===== config.mk =====
export PLATFORM = sky130hd
export DESIGN_NAME = flex_angle_conditioner_top_flat
export DESIGN_NICKNAME = d
export VERILOG_FILES = /design/src/sv/fac_pkg.sv /design/src/sv/fac_if.sv /design/src/sv/fac_cfg.sv /design/src/sv/fac_div.sv /design/src/sv/flex_angle_conditioner_top.sv /design/src/flat_wrapper.sv
export SDC_FILE = /design/constraint.sdc
export NUM_CORES = 1
export LEC_CHECK = 0
export ABC_AREA = 1
export BUFFER_PORTS_ARGS = -buffer_cell sky130_fd_sc_hd__clkbuf_2
export CORE_MARGIN = 1.5
export CORE_UTILIZATION = 62
export CTS_CLUSTER_SIZE = 14
export DETAILED_ROUTE_END_ITERATION = 7
export GPL_ROUTABILITY_DRIVEN = 0
export PLACE_DENSITY = 0.81
export SETUP_SLACK_MARGIN = 0.4
export SLEW_MARGIN = 25
export SYNTH_ARGS = -nofsm -noshare
export SYNTH_HDL_FRONTEND = slang
export SYNTH_SLANG_ARGS = --single-unit
export TNS_END_PERCENT = 30

===== constraint.sdc =====
create_clock -name i_clk -period 8.9 [get_ports i_clk]
set_clock_uncertainty 0.15 [all_clocks]
set_input_delay 1.78 -clock i_clk [delete_from_list [all_inputs] [get_ports i_clk]]
set_output_delay 1.78 -clock i_clk [all_outputs]
set_load 0.03 [all_outputs]

===== src/sv/fac_pkg.sv =====
// ----------------------------------------------------------------------------
// fac_pkg
// shared types, widths and constants of the flex angle conditioner
// ----------------------------------------------------------------------------
package fac_pkg;

    // default parameter values
    localparam int SAMPLES_PER_GROUP = 16;
    localparam int ADC_BITS          = 12;

    // fixed field widths
    localparam int SAMPLE_W = 12;
    localparam int ANGLE_W  = 7;
    localparam int LEVEL_W  = 12;
    localparam int MEAN_W   = 12;
    localparam int CAL_W    = 12;
    localparam int WEIGHT_W = 9;

    // smoother fraction bits and unity weight
    localparam int FRAC_W     = 8;
    localparam int WEIGHT_ONE = 256;

    // angle mapping
    localparam int ANGLE_MAX = 90;
    localparam int NUM_W     = CAL_W + 7;   // |level - flat| * 90
    localparam int DVS_W     = CAL_W;       // divisor width of the shared divider

    // configuration port
    localparam int CFG_DATA_W = 32;
    localparam int CFG_ADDR_W = 4;

    localparam logic [1:0] REG_FLAT   = 2'd0;
    localparam logic [1:0] REG_BENT   = 2'd1;
    localparam logic [1:0] REG_WEIGHT = 2'd2;

    localparam logic [CAL_W-1:0]    FLAT_RESET   = 12'd660;
    localparam logic [CAL_W-1:0]    BENT_RESET   = 12'd180;
    localparam logic [WEIGHT_W-1:0] WEIGHT_RESET = 9'd51;

    typedef struct packed {
        logic [CAL_W-1:0]    flat;
        logic [CAL_W-1:0]    bent;
        logic [WEIGHT_W-1:0] weight;
    } t_cfg;

    typedef enum logic [2:0] {
        ST_IDLE,
        ST_MEAN,
        ST_MUL_OLD,
        ST_MUL_NEW,
        ST_ANG_SETUP,
        ST_ANG_DIV,
        ST_EMIT
    } t_state;

endpackage


===== src/sv/fac_if.sv =====
// ----------------------------------------------------------------------------
// fac_if
// valid/ready channels for sample words and result words
// ----------------------------------------------------------------------------
interface fac_in_if;
    logic                         valid;
    logic                         ready;
    logic [fac_pkg::SAMPLE_W-1:0] sample;

    modport source (output valid, output sample, input ready);
    modport sink   (input valid, input sample, output ready);
endinterface

interface fac_out_if;
    logic                        valid;
    logic                        ready;
    logic [fac_pkg::ANGLE_W-1:0] angle_deg;
    logic [fac_pkg::LEVEL_W-1:0] smoothed_level;
    logic [fac_pkg::MEAN_W-1:0]  group_mean;

    modport source (output valid, output angle_deg, output smoothed_level,
                    output group_mean, input ready);
    modport sink   (input valid, input angle_deg, input smoothed_level,
                    input group_mean, output ready);
endinterface


===== src/sv/fac_cfg.sv =====
// ----------------------------------------------------------------------------
// fac_cfg
// apb register file: flat reading, bent reading, smoothing weight
// ----------------------------------------------------------------------------
module fac_cfg (
    input  logic                               i_clk,
    input  logic                               i_rst_n,
    input  logic                               psel,
    input  logic                               penable,
    input  logic                               pwrite,
    input  logic [fac_pkg::CFG_ADDR_W-1:0]     paddr,
    input  logic [fac_pkg::CFG_DATA_W-1:0]     pwdata,
    output logic [fac_pkg::CFG_DATA_W-1:0]     prdata,
    output logic                               pready,
    output fac_pkg::t_cfg                      o_cfg
);

    logic [fac_pkg::CAL_W-1:0]    r_flat;
    logic [fac_pkg::CAL_W-1:0]    r_bent;
    logic [fac_pkg::WEIGHT_W-1:0] r_weight;
    logic                         wr_en;

    assign pready = 1'b1;
    assign wr_en  = psel && penable && pwrite;

    always_ff @(posedge i_clk) begin
        if (!i_rst_n) begin
            r_flat   <= fac_pkg::FLAT_RESET;
            r_bent   <= fac_pkg::BENT_RESET;
            r_weight <= fac_pkg::WEIGHT_RESET;
        end else if (wr_en) begin
            case (paddr[3:2])
                fac_pkg::REG_FLAT:   r_flat   <= pwdata[fac_pkg::CAL_W-1:0];
                fac_pkg::REG_BENT:   r_bent   <= pwdata[fac_pkg::CAL_W-1:0];
                fac_pkg::REG_WEIGHT: r_weight <= pwdata[fac_pkg::WEIGHT_W-1:0];
                default: ;
            endcase
        end
    end

    always_comb begin
        case (paddr[3:2])
            fac_pkg::REG_FLAT:   prdata = fac_pkg::CFG_DATA_W'(r_flat);
            fac_pkg::REG_BENT:   prdata = fac_pkg::CFG_DATA_W'(r_bent);
            fac_pkg::REG_WEIGHT: prdata = fac_pkg::CFG_DATA_W'(r_weight);
            default:             prdata = '0;
        endcase
    end

    assign o_cfg.flat   = r_flat;
    assign o_cfg.bent   = r_bent;
    assign o_cfg.weight = r_weight;

endmodule


===== src/sv/fac_div.sv =====
// ----------------------------------------------------------------------------
// fac_div
// shared restoring divider, one quotient bit per cycle
// ----------------------------------------------------------------------------
module fac_div #(
    parameter int DIV_W = fac_pkg::NUM_W
) (
    input  logic                          i_clk,
    input  logic                          i_rst_n,
    input  logic                          i_start,
    input  logic [DIV_W-1:0]              i_dividend,
    input  logic [fac_pkg::DVS_W-1:0]     i_divisor,
    output logic                          o_done,
    output logic [DIV_W-1:0]              o_quotient
);

    localparam int CNT_W = $clog2(DIV_W + 1);

    logic [CNT_W-1:0]          r_cnt;
    logic                      r_done;
    logic [DIV_W-1:0]          r_quo;
    logic [fac_pkg::DVS_W-1:0] r_rem;
    logic [fac_pkg::DVS_W-1:0] r_dvs;
    logic [fac_pkg::DVS_W:0]   trial;
    logic [fac_pkg::DVS_W:0]   diff;
    logic                      ge;

    // shift in the next dividend bit and try the subtraction
    assign trial = {r_rem, r_quo[DIV_W-1]};
    assign diff  = trial - {1'b0, r_dvs};
    assign ge    = trial >= {1'b0, r_dvs};

    always_ff @(posedge i_clk) begin
        if (!i_rst_n) begin
            r_cnt  <= '0;
            r_done <= 1'b0;
        end else begin
            r_done <= (r_cnt == CNT_W'(1));
            if (i_start) begin
                r_cnt <= CNT_W'(DIV_W);
            end else if (r_cnt != '0) begin
                r_cnt <= r_cnt - CNT_W'(1);
            end
        end
    end

    always_ff @(posedge i_clk) begin
        if (i_start) begin
            r_quo <= i_dividend;
            r_rem <= '0;
            r_dvs <= i_divisor;
        end else if (r_cnt != '0) begin
            r_quo <= {r_quo[DIV_W-2:0], ge};
            r_rem <= ge ? diff[fac_pkg::DVS_W-1:0] : trial[fac_pkg::DVS_W-1:0];
        end
    end

    assign o_done     = r_done;
    assign o_quotient = r_quo;

endmodule


===== src/sv/flex_angle_conditioner_top.sv =====
// ----------------------------------------------------------------------------
// flex_angle_conditioner_top
// boxcar average, exponential smoother and linear angle calibration
// ----------------------------------------------------------------------------
// steps: a sample that does not close a group is added to the running sum; a
// closing sample passes the mean, old-share and update steps, the angle setup,
// the divider (skipped when the readings are equal or the angle falls below zero) and emit
// throughput: one sample per cycle inside a group; input busy from a closing
// sample until its word is emitted, longer while the previous result word waits
// reset: synchronous active low, clears sum, count, smoother, primed flag, word
// ----------------------------------------------------------------------------
module flex_angle_conditioner_top #(
    parameter int SAMPLES_PER_GROUP = fac_pkg::SAMPLES_PER_GROUP,
    parameter int ADC_BITS          = fac_pkg::ADC_BITS
) (
    input  logic                           i_clk,
    input  logic                           i_rst_n,
    fac_in_if.sink                         i_in,
    fac_out_if.source                      o_out,
    input  logic                           psel,
    input  logic                           penable,
    input  logic                           pwrite,
    input  logic [fac_pkg::CFG_ADDR_W-1:0] paddr,
    input  logic [fac_pkg::CFG_DATA_W-1:0] pwdata,
    output logic [fac_pkg::CFG_DATA_W-1:0] prdata,
    output logic                           pready
);

    // effective sample bits: the port carries 12, the converter may use fewer
    localparam int EFF_BITS = (ADC_BITS < fac_pkg::SAMPLE_W) ? ADC_BITS
                                                             : fac_pkg::SAMPLE_W;
    localparam int CNT_W  = $clog2(SAMPLES_PER_GROUP);
    localparam int SUM_W  = EFF_BITS + $clog2(SAMPLES_PER_GROUP);
    localparam int SM_W   = EFF_BITS + fac_pkg::FRAC_W;          // q.8 smoother
    localparam int PROD_W = fac_pkg::WEIGHT_W + SM_W;
    localparam int DIV_W  = fac_pkg::NUM_W;

    // floored mean by reciprocal multiply, exact for every group sum
    localparam int     MEAN_SHIFT = SUM_W + $clog2(SAMPLES_PER_GROUP);
    localparam int     RECIP_W    = SUM_W + 1;
    localparam int     MP_W       = SUM_W + RECIP_W;
    localparam longint RECIP      = ((longint'(1) << MEAN_SHIFT)
                                   + longint'(SAMPLES_PER_GROUP) - longint'(1))
                                  / longint'(SAMPLES_PER_GROUP);

    // configuration registers
    fac_pkg::t_cfg cfg;

    fac_cfg u_cfg (
        .i_clk   (i_clk),
        .i_rst_n (i_rst_n),
        .psel    (psel),
        .penable (penable),
        .pwrite  (pwrite),
        .paddr   (paddr),
        .pwdata  (pwdata),
        .prdata  (prdata),
        .pready  (pready),
        .o_cfg   (cfg)
    );

    // sequencer state
    fac_pkg::t_state r_state, n_state;

    // group accumulation
    logic [SUM_W-1:0] r_sum, n_sum;
    logic [CNT_W-1:0] r_cnt, n_cnt;

    // smoother and intermediate values
    logic [SM_W-1:0]             r_smooth, n_smooth;
    logic                        r_primed, n_primed;
    logic [EFF_BITS-1:0]         r_mean, n_mean;
    logic [PROD_W-1:0]           r_prod, n_prod;
    logic [fac_pkg::ANGLE_W-1:0] r_angle, n_angle;

    // output word register
    logic                        r_out_valid, n_out_valid;
    logic [fac_pkg::ANGLE_W-1:0] r_out_angle, n_out_angle;
    logic [fac_pkg::LEVEL_W-1:0] r_out_level, n_out_level;
    logic [fac_pkg::MEAN_W-1:0]  r_out_mean, n_out_mean;

    // shared divider hookup
    logic                      div_start;
    logic [DIV_W-1:0]          div_dividend;
    logic [fac_pkg::DVS_W-1:0] div_divisor;
    logic                      div_done;
    logic [DIV_W-1:0]          div_quo;

    fac_div #(
        .DIV_W (DIV_W)
    ) u_div (
        .i_clk      (i_clk),
        .i_rst_n    (i_rst_n),
        .i_start    (div_start),
        .i_dividend (div_dividend),
        .i_divisor  (div_divisor),
        .o_done     (div_done),
        .o_quotient (div_quo)
    );

    // shared multiplier, operands picked by the sequencer
    logic [fac_pkg::WEIGHT_W-1:0] mul_a;
    logic [SM_W-1:0]              mul_b;
    logic [PROD_W-1:0]            mul_p;

    assign mul_p = PROD_W'(mul_a) * PROD_W'(mul_b);

    // held group sum times the reciprocal of the group size
    logic [MP_W-1:0] mean_prod;

    assign mean_prod = MP_W'(r_prod[SUM_W-1:0]) * MP_W'(RECIP);

    // weight clamped to unity
    logic [fac_pkg::WEIGHT_W-1:0] w_eff;
    logic [fac_pkg::WEIGHT_W-1:0] w_inv;

    assign w_eff = (cfg.weight > fac_pkg::WEIGHT_W'(fac_pkg::WEIGHT_ONE))
                 ? fac_pkg::WEIGHT_W'(fac_pkg::WEIGHT_ONE) : cfg.weight;
    assign w_inv = fac_pkg::WEIGHT_W'(fac_pkg::WEIGHT_ONE) - w_eff;

    // incoming sample, upper bits beyond the converter width dropped
    logic [EFF_BITS-1:0] sample_eff;
    logic [SUM_W-1:0]    sum_add;
    logic                last_sample;

    assign sample_eff  = i_in.sample[EFF_BITS-1:0];
    assign sum_add     = r_sum + SUM_W'(sample_eff);
    assign last_sample = (r_cnt == CNT_W'(SAMPLES_PER_GROUP - 1));

    // calibration differences, 13-bit two's complement
    logic [fac_pkg::LEVEL_W-1:0] level;
    logic [fac_pkg::CAL_W:0]     diff;
    logic [fac_pkg::CAL_W:0]     span;
    logic [fac_pkg::CAL_W-1:0]   abs_diff;
    logic [fac_pkg::CAL_W-1:0]   abs_span;
    logic                        angle_zero;

    assign level    = fac_pkg::LEVEL_W'(r_smooth[SM_W-1:fac_pkg::FRAC_W]);
    assign diff     = {1'b0, level} - {1'b0, cfg.flat};
    assign span     = {1'b0, cfg.bent} - {1'b0, cfg.flat};
    assign abs_diff = diff[fac_pkg::CAL_W] ? fac_pkg::CAL_W'(-diff)
                                           : diff[fac_pkg::CAL_W-1:0];
    assign abs_span = span[fac_pkg::CAL_W] ? fac_pkg::CAL_W'(-span)
                                           : span[fac_pkg::CAL_W-1:0];
    // equal readings, or a quotient below zero
    assign angle_zero = (span == '0)
                     || ((diff != '0) && (diff[fac_pkg::CAL_W] != span[fac_pkg::CAL_W]));

    assign i_in.ready = (r_state == fac_pkg::ST_IDLE);

    always_ff @(posedge i_clk) begin
        if (!i_rst_n) begin
            r_state     <= fac_pkg::ST_IDLE;
            r_sum       <= '0;
            r_cnt       <= '0;
            r_smooth    <= '0;
            r_primed    <= 1'b0;
            r_out_valid <= 1'b0;
        end else begin
            r_state     <= n_state;
            r_sum       <= n_sum;
            r_cnt       <= n_cnt;
            r_smooth    <= n_smooth;
            r_primed    <= n_primed;
            r_out_valid <= n_out_valid;
        end
    end

    // payload registers, no reset
    always_ff @(posedge i_clk) begin
        r_mean      <= n_mean;
        r_prod      <= n_prod;
        r_angle     <= n_angle;
        r_out_angle <= n_out_angle;
        r_out_level <= n_out_level;
        r_out_mean  <= n_out_mean;
    end

    always_comb begin
        n_state      = r_state;
        n_sum        = r_sum;
        n_cnt        = r_cnt;
        n_smooth     = r_smooth;
        n_primed     = r_primed;
        n_mean       = r_mean;
        n_prod       = r_prod;
        n_angle      = r_angle;
        n_out_valid  = r_out_valid && !o_out.ready;
        n_out_angle  = r_out_angle;
        n_out_level  = r_out_level;
        n_out_mean   = r_out_mean;
        div_start    = 1'b0;
        div_dividend = '0;
        div_divisor  = '0;
        mul_a        = w_inv;
        mul_b        = r_smooth;

        case (r_state)
            fac_pkg::ST_IDLE: begin
                if (i_in.valid) begin
                    if (last_sample) begin
                        // group closed: hold the full sum for the mean step
                        n_sum   = '0;
                        n_cnt   = '0;
                        n_prod  = PROD_W'(sum_add);
                        n_state = fac_pkg::ST_MEAN;
                    end else begin
                        n_sum = sum_add;
                        n_cnt = r_cnt + CNT_W'(1);
                    end
                end
            end
            fac_pkg::ST_MEAN: begin
                // floored mean from the reciprocal product
                n_mean  = mean_prod[MEAN_SHIFT +: EFF_BITS];
                n_state = fac_pkg::ST_MUL_OLD;
            end
            fac_pkg::ST_MUL_OLD: begin
                // (256 - w) * old smoother
                mul_a   = w_inv;
                mul_b   = r_smooth;
                n_prod  = mul_p;
                n_state = fac_pkg::ST_MUL_NEW;
            end
            fac_pkg::ST_MUL_NEW: begin
                // w * mean plus the old share, floored to q.8; the first group loads the mean
                mul_a = w_eff;
                mul_b = SM_W'(r_mean);
                if (r_primed) begin
                    n_smooth = SM_W'(mul_p + (r_prod >> fac_pkg::FRAC_W));
                end else begin
                    n_smooth = {r_mean, fac_pkg::FRAC_W'(0)};
                end
                n_primed = 1'b1;
                n_state  = fac_pkg::ST_ANG_SETUP;
            end
            fac_pkg::ST_ANG_SETUP: begin
                // |level - flat| * 90 over |bent - flat|
                mul_a = fac_pkg::WEIGHT_W'(fac_pkg::ANGLE_MAX);
                mul_b = SM_W'(abs_diff);
                if (angle_zero) begin
                    n_angle = '0;
                    n_state = fac_pkg::ST_EMIT;
                end else begin
                    div_start    = 1'b1;
                    div_dividend = DIV_W'(mul_p[fac_pkg::NUM_W-1:0]);
                    div_divisor  = abs_span;
                    n_state      = fac_pkg::ST_ANG_DIV;
                end
            end
            fac_pkg::ST_ANG_DIV: begin
                if (div_done) begin
                    if (div_quo > DIV_W'(fac_pkg::ANGLE_MAX)) begin
                        n_angle = fac_pkg::ANGLE_W'(fac_pkg::ANGLE_MAX);
                    end else begin
                        n_angle = div_quo[fac_pkg::ANGLE_W-1:0];
                    end
                    n_state = fac_pkg::ST_EMIT;
                end
            end
            fac_pkg::ST_EMIT: begin
                // wait for the output register to free up
                if (!r_out_valid || o_out.ready) begin
                    n_out_valid = 1'b1;
                    n_out_angle = r_angle;
                    n_out_level = level;
                    n_out_mean  = fac_pkg::MEAN_W'(r_mean);
                    n_state     = fac_pkg::ST_IDLE;
                end
            end
            default: begin
                n_state = fac_pkg::ST_IDLE;
            end
        endcase
    end

    assign o_out.valid          = r_out_valid;
    assign o_out.angle_deg      = r_out_angle;
    assign o_out.smoothed_level = r_out_level;
    assign o_out.group_mean     = r_out_mean;

    // clamped angle never leaves 0..90
    a_angle_range: assert property (@(posedge i_clk) disable iff (!i_rst_n)
        r_out_valid |-> (r_out_angle <= fac_pkg::ANGLE_W'(fac_pkg::ANGLE_MAX)))
        else $error("angle word above ninety degrees");

    // closing sample moves to the mean step with a fresh group
    a_group_close: assert property (@(posedge i_clk) disable iff (!i_rst_n)
        (r_state == fac_pkg::ST_IDLE && i_in.valid && last_sample)
        |=> (r_state == fac_pkg::ST_MEAN && r_cnt == '0 && r_sum == '0))
        else $error("group close did not start the mean step");

    // divider only finishes in the mean step or while the sequencer waits on it
    a_div_owner: assert property (@(posedge i_clk) disable iff (!i_rst_n)
        div_done |-> (r_state == fac_pkg::ST_MEAN || r_state == fac_pkg::ST_ANG_DIV))
        else $error("divider finished outside a divide step");

    // accumulator stays cleared while a closed group is processed
    a_busy_clear: assert property (@(posedge i_clk) disable iff (!i_rst_n)
        (r_state != fac_pkg::ST_IDLE) |-> (r_cnt == '0 && r_sum == '0))
        else $error("group accumulator busy during processing");

    // smoother changes only in its update step
    a_smooth_hold: assert property (@(posedge i_clk) disable iff (!i_rst_n)
        (r_state != fac_pkg::ST_MUL_NEW) |=> $stable(r_smooth))
        else $error("smoother changed outside its update step");

endmodule


===== src/flat_wrapper.sv =====
// flat-port wrapper written by rule: the top's interface ports become plain ports
module flex_angle_conditioner_top_flat 
#(
    parameter int SAMPLES_PER_GROUP = fac_pkg::SAMPLES_PER_GROUP,
    parameter int ADC_BITS          = fac_pkg::ADC_BITS
)
  (i_clk, i_rst_n, psel, penable, pwrite, paddr, pwdata, prdata, pready, i_in_valid, i_in_sample, i_in_ready, o_out_valid, o_out_angle_deg, o_out_smoothed_level, o_out_group_mean, o_out_ready);
  fac_in_if i_in_i ();
  fac_out_if o_out_i ();
  input  logic i_clk;
  input  logic i_rst_n;
  input  logic psel;
  input  logic penable;
  input  logic pwrite;
  input  logic [fac_pkg::CFG_ADDR_W-1:0] paddr;
  input  logic [fac_pkg::CFG_DATA_W-1:0] pwdata;
  output logic [fac_pkg::CFG_DATA_W-1:0] prdata;
  output logic pready;
  input wire logic [$bits(i_in_i.valid)-1:0] i_in_valid;
  input wire logic [$bits(i_in_i.sample)-1:0] i_in_sample;
  output wire logic [$bits(i_in_i.ready)-1:0] i_in_ready;
  output wire logic [$bits(o_out_i.valid)-1:0] o_out_valid;
  output wire logic [$bits(o_out_i.angle_deg)-1:0] o_out_angle_deg;
  output wire logic [$bits(o_out_i.smoothed_level)-1:0] o_out_smoothed_level;
  output wire logic [$bits(o_out_i.group_mean)-1:0] o_out_group_mean;
  input wire logic [$bits(o_out_i.ready)-1:0] o_out_ready;
  assign i_in_i.valid = i_in_valid;
  assign i_in_i.sample = i_in_sample;
  assign i_in_ready = i_in_i.ready;
  assign o_out_valid = o_out_i.valid;
  assign o_out_angle_deg = o_out_i.angle_deg;
  assign o_out_smoothed_level = o_out_i.smoothed_level;
  assign o_out_group_mean = o_out_i.group_mean;
  assign o_out_i.ready = o_out_ready;
  flex_angle_conditioner_top #(.SAMPLES_PER_GROUP(SAMPLES_PER_GROUP), .ADC_BITS(ADC_BITS)) u_core (.i_clk(i_clk), .i_rst_n(i_rst_n), .i_in(i_in_i), .o_out(o_out_i), .psel(psel), .penable(penable), .pwrite(pwrite), .paddr(paddr), .pwdata(pwdata), .prdata(prdata), .pready(pready));
endmodule

Word-level counts from Yosys, hierarchy flattened
Index checks and enable logic that the tools add are counted.
{ "op_classes": {"n_addsub": 10, "multipliers": 1, "n_lt_le_gt_ge": 3, "n_eq_ne": 16, "n_mux": 33, "n_bitwise": 2, "reduce_logical": 26} }
{ "ops": {"columns": ["operator", "n"], "rows": [
  ["$mux 19", 4],
  ["$mux 28", 2],
  ["$pmux 28 s2", 1],
  ["$pmux 20 s2", 1],
  ["$mux 12", 3],
  ["$pmux 12 s3", 1],
  ["$mul 9x20->28", 1],
  ["$sub 12x12->13", 2],
  ["$neg 12->12", 2],
  ["$mux 7", 3],
  ["$pmux 3 s7", 1],
  ["$add 20x20->20", 1],
  ["$mux 20", 1],
  ["$gt 19x7->1 const B", 1],
  ["$pmux 9 s2", 1],
  ["$add 16x12->16", 1],
  ["$mux 16", 1],
  ["$pmux 7 s2", 1],
  ["$ge 13x12->1", 1],
  ["$logic_not 13->1", 1],
  ["$reduce_bool 13->1", 1],
  ["$mux 3", 4],
  ["$sub 12x12->12", 1],
  ["$mux 5", 2],
  ["30 further kinds", 53]
]} }
{ "totals": {"register_bits": 205, "in_bits": 55, "output_inout_bits": 66, "elab_cells": 112} }

Longest topological paths before layout
{ "depth": {"word_depth": 8, "ltp_mapped": 47} }

Modules after synthesis
From an unflattened synthesis, not the netlist that was laid out.
{ "unflattened": {"hier_cells": 2527, "hier_area_um2": 18953.2} }
{ "modules_own_cells": {"columns": ["module", "instances", "cells_each", "area_per_inst_um2", "seq_area_each_um2"], "rows": [
  ["flex_angle_conditioner_top", 1, 1913, 14361.3, 3123.0],
  ["fac_div", 1, 357, 2839.0, 1291.2],
  ["fac_cfg", 1, 257, 1752.9, 660.6]
]} }

Worst setup path after synthesis
Ideal clock, no wire load.
{ "synth_timing": {"path_kind": "register to register", "start": "reg u_core.r_smooth[8]", "end": "reg u_core.r_smooth[19]", "arrival_time_ns": 6.834, "required_time_ns": 8.632, "slack_ns": 1.798, "stages_incl_launch_ff": 41, "n_path_buf": 0, "cell_sequence": "dfxtp_1 inv_1 ha_1 fa_1 ha_1 inv_1 nor2_1 nand3_1 nor2_2 nand2_1 nand2_1 nor2_1 o31ai_4 nand3_1 fa_1 inv_1 fa_1 inv_1 (+5 left out) nand2_1 a21oi_1 o21ai_1 a21boi_0 o21ai_1 xor2_1 ha_1 inv_1 nor3_1 nand2_1 inv_1 nand3_1 nand3_1 inv_1 nand2_1 nand3_1 nand2_1 a21oi_1"} }
{ "synth_via": {"elab_chain_cells": 7} }
{ "synth_lines": {"columns": ["element", "line", "source"], "rows": [
  ["start, declared", "flex_angle_conditioner_top.sv:70", "logic [SM_W-1:0] r_smooth, n_smooth;"],
  ["start signal, assigned", "flex_angle_conditioner_top.sv:163", "r_smooth <= n_smooth;"],
  ["$sub 12x12->13", "flex_angle_conditioner_top.sv:139", "assign diff = {1'b0, level} - {1'b0, cfg.flat};"],
  ["$neg 12->12", "flex_angle_conditioner_top.sv:141", "assign abs_diff = diff[fac_pkg::CAL_W] ? fac_pkg::CAL_W'(-diff)"],
  ["$mux 12", "flex_angle_conditioner_top.sv:141", null],
  ["$pmux 20 s2 *", "flex_angle_conditioner_top.sv:198", "case (r_state)"],
  ["$mul 9x20->28 *", "flex_angle_conditioner_top.sv:106", "assign mul_p = PROD_W'(mul_a) * PROD_W'(mul_b);"],
  ["net u_core.mul_p[18]", "flex_angle_conditioner_top.sv:104", "logic [PROD_W-1:0] mul_p;"],
  ["$add 20x20->20 *", "flex_angle_conditioner_top.sv:230", "n_smooth = SM_W'(mul_p + (r_prod >> fac_pkg::FRAC_W));"],
  ["$mux 20 *", "flex_angle_conditioner_top.sv:229", "if (r_primed) begin"]
]} }
Mark *: on every way through the listed nets, which the timed path passes. The rest lies on a longest branch.
A chain may end at the register's enable or synchronous reset.

Worst setup path after layout
Ends and elaborated chain as after synthesis.

==> impl_results.md <==
- FFs w/ async S/R, synth: 0%
- Nets: roughly 2.7k
- Max clock buf depth: 3
- Commonest cells in the netlist: 512 x nand2_1, 374 x inv_1, 234 x nor2_1
- Seq/Total Area, Yosys: about 28%
- TritonCTS Buffers: 21
- Die height: 172.9 um
- Antenna violations before repair: 2
- Hold Path Cell Cnt: 0
- Syn. warnings: 0
- Post-synth EDFFs: around 110
- Final Slew Violations: 0
- Post-Layout Cell Count: 2809
- Synth Register Bits: between 200 and 250
- Row count: 62
- Measured slew at the worst slew-check pin: 0.9545 ns
- Cell count after placement: 2768
- Syn avg cell area: 7.663 um2
- Clock latency on the worst-skew pair: 0.52 ns
- First DRT Iteration DRCs: 1560
- Vias in the first global route: between 15k and 20k
- Die footprint: 0.02989 mm2
- WP data required: approximately 9.1 ns
- First-pass GRT wire length: 75960 um
- Initial Util: 62.68%
- Maxcap violations: 0
- Max Fanout on Critical Path: 7
- Crit-path slowest cell: fa_1
- Remaining Overflow, GRT: 0
- Post-DR wirelength/cell: 16.92 um
- Total track usage: 31.83%
- Peak supply drop: ~0.00011 V
- Fin Setup TNS: 0 ns
- Fraction of final layout cells sized beyond drive strength 1: approximately a tenth
- Post-Syn Area: 0.01789 mm2
- Share of the synthesized area in the top cell type: 17.62%
- Most used DFF post-synth: edfxtp_1
- Final total power: approximately 2.8 mW
- Top-count cell post-synth: nand2_1
- DP HPWL: 37630 um
- # DRC: 1
- Outcome: finished, violations left
- Final hold vios: 0
- IO Port Bufs: between 70 and 80
- Pwr Density: between 100 and 150 mW/mm2
- # IOs: 121
- Critical Path End Type: flop
- Core area: 0.02855 mm2
- Biggest area consumer among synthesized cells: edfxtp_1
- Synth unique cells: 55
- Worst Hold Class: reg2reg
- ANT cells: 0
- WL final: around 48000 um
- Synth top area cells: edfxtp_1 18%, fa_1 15%, dfxtp_1 11%
- Util after Layout: 67.77%
- Crit share post-route: 90.68%
- CP Launch Point: u_core.r_smooth[8]$_SDFFE_PN0P_
- Routed vias/inst: 5.704
- Peak Freq: 123.9 MHz
- Synth-to-Final Area Change: 8.119%
- Antenna-violating nets left: 0
- Setup crit start kind: flop
- Crit-path most repeated cell: inv_1
- FF-to-FF End: u_core.r_smooth[19]$_SDFFE_PN0P_
- RSZ-0062 raised after global routing: no
- Crit-path max cell delay: 0.55 ns
- Largest net degree at the start of global routing: 47
- Worst slew margin: 36.22%
- Die W: 172.9 um
- First-pass DRT Iterations: 8
- TritonCTS clock tree: built
- DR vias: 16.02k
- Leak: 9.585 nW
- H-tree depth: 1
- Critical Path Sink: u_core.r_smooth[19]$_SDFFE_PN0P_
- CP arrival: 8.28 ns
- Clock root buffer master: clkbuf_16
- Tmin final: 8.070 ns
- Worst-case reg-to-reg path depth: 43
- Setup Crit Path Kind: reg2reg
- Flop-to-flop setup slack: about 0.83 ns
- CTS sink count: 201
- Failing checks: DRC
- Worst r2r src: u_core.r_smooth[8]$_SDFFE_PN0P_
- Clock Pin Slew Worst Setup and Hold Paths: 0.07 ns
- Final setup viols: 0
- Mapped Cells: between 2k and 2.5k
[cell families after synthesis]
family                   count (synthesis)  share of synthesized area (%)
adder cells (fa/ha/maj)                253                          23.19
XOR/XNOR                                66                          3.273
AND/OR/NAND/NOR                        978                          22.94
flip-flops                             201                          28.36
buffers and inverters                  467                          10.54
other                                    2                        0.04197
AO/OA/AOI/OAI                          368                          11.66
[registers in the layout, indices dropped and copies added, names as in the netlist]
signal / count
u_core.o_out.group_mean: 12
u_core.o_out.smoothed_level: 12
u_core.r_state: 3
u_core.r_cnt: 4
u_core.u_cfg.r_weight: 9
u_core.u_div.o_quotient: 19
u_core.u_div.o_done: 1
u_core.o_out.valid: 1
u_core.u_div.r_dvs: 12
u_core.u_div.r_cnt: 5
u_core.u_div.r_rem: 12
u_core.u_cfg.r_flat: 12
u_core.r_prod: 24
u_core.r_sum: 16
u_core.r_mean: 12
u_core.r_smooth: 20
u_core.o_out.angle_deg: 7
u_core.r_angle: 7
u_core.u_cfg.r_bent: 12
u_core.r_primed: 1
[final cells by class]
| class | count | area (um2) |
|---|---|---|
| Tap cell | 384 | 480.5 |
| Timing Repair Buffer | 104 | 595.6 |
| Fill cell | 2386 | 9201 |
| Clock inverter | 13 | 91.34 |
| Sequential cell | 201 | 5076 |
| Clock buffer | 25 | 540.5 |
| Inverter | 396 | 1486 |
| Multi-Input combinational cell | 1686 | 11080 |
[worst min-delay path by stage]
stage	startpoint	endpoint	slack (ns)
after floorplan	u_core.r_angle[0]$_SDFFCE_PN0P_	u_core.o_out.angle_deg[0]$_DFFE_PP_	0.25
after global placement	u_core.r_prod[5]$_DFFE_PP_	u_core.r_mean[1]$_DFFE_PP_	0.25
after detailed placement	u_core.r_angle[1]$_SDFFCE_PN0P_	u_core.o_out.angle_deg[1]$_DFFE_PP_	0.25
after CTS	u_core.r_prod[6]$_DFFE_PP_	u_core.r_mean[2]$_DFFE_PP_	0.27
after global routing	u_core.r_prod[6]$_DFFE_PP_	u_core.r_mean[2]$_DFFE_PP_	0.27
final	u_core.r_angle[5]$_SDFFCE_PN0P_	u_core.o_out.angle_deg[5]$_DFFE_PP_	0.27
[placed cells by master, fill, tap and decap left out, types with 19 or more instances in the layout]
| cell | count |
|---|---|
| a21oi_1 | 160 |
| buf_4 | 25 |
| clkbuf_16 | 21 |
| clkbuf_2 | 77 |
| conb_1 | 21 |
| dfxtp_1 | 95 |
| edfxtp_1 | 105 |
| fa_1 | 131 |
| ha_1 | 122 |
| inv_1 | 374 |
| inv_2 | 19 |
| nand2_1 | 511 |
| nand3_1 | 128 |
| nor2_1 | 233 |
| nor3_1 | 20 |
| o211ai_1 | 19 |
| o21ai_0 | 110 |
| or2_2 | 28 |
| xnor2_1 | 25 |
| xor2_1 | 39 |
[routing by layer]
layer  track usage [%]  wire, um
met5                 0        19
met4             12.93      1909
met3             6.025      5127
met2             50.20     21170
met1             43.47     19310
[power breakdown]
group          internal, mW  leakage (nW)  switching [mW]  total, mW
sequential             1.10          1.75          0.0644       1.17
clock                 0.464         0.310           0.367      0.831
combinational         0.276          7.52           0.478      0.754
total                  1.84          9.59           0.909       2.75
[stage by stage]
stage | setup WS, ns | instance area (um2) | hold slack [ns]
final | 0.8298 | 19350 | 0.2701
after global routing | 0.3252 | 19350 | 0.2698
after global placement | 0.8159 | 18620 | 0.2517
after CTS | 0.6492 | 19280 | 0.2701
after detailed placement | 0.6716 | 18650 | 0.2545
after floorplan | 1.798 | 17960 | 0.2503
[what timing repair did]
| item | in CTS | in global routing |
|---|---|---|
| setup buffers | 0 | 3 |
| hold buffers | 0 | 0 |
| endpoints found under the setup margin | 0 | 7 |
| resized for setup | 0 | 14 |
[worst max-delay path: cells and delay by family (launching register included)]
kind | cells | cell delay, ns
AOI/OAI and AO/OA | 4 | 0.66
xor gates and xnor gates | 2 | 0.27
adders and majority gates | 9 | 3.66
buffers and inverters | 8 | 0.49
DFF | 1 | 0.36
and+or+nand+nor | 20 | 2.32
Power figures use the tool's default switching activity.
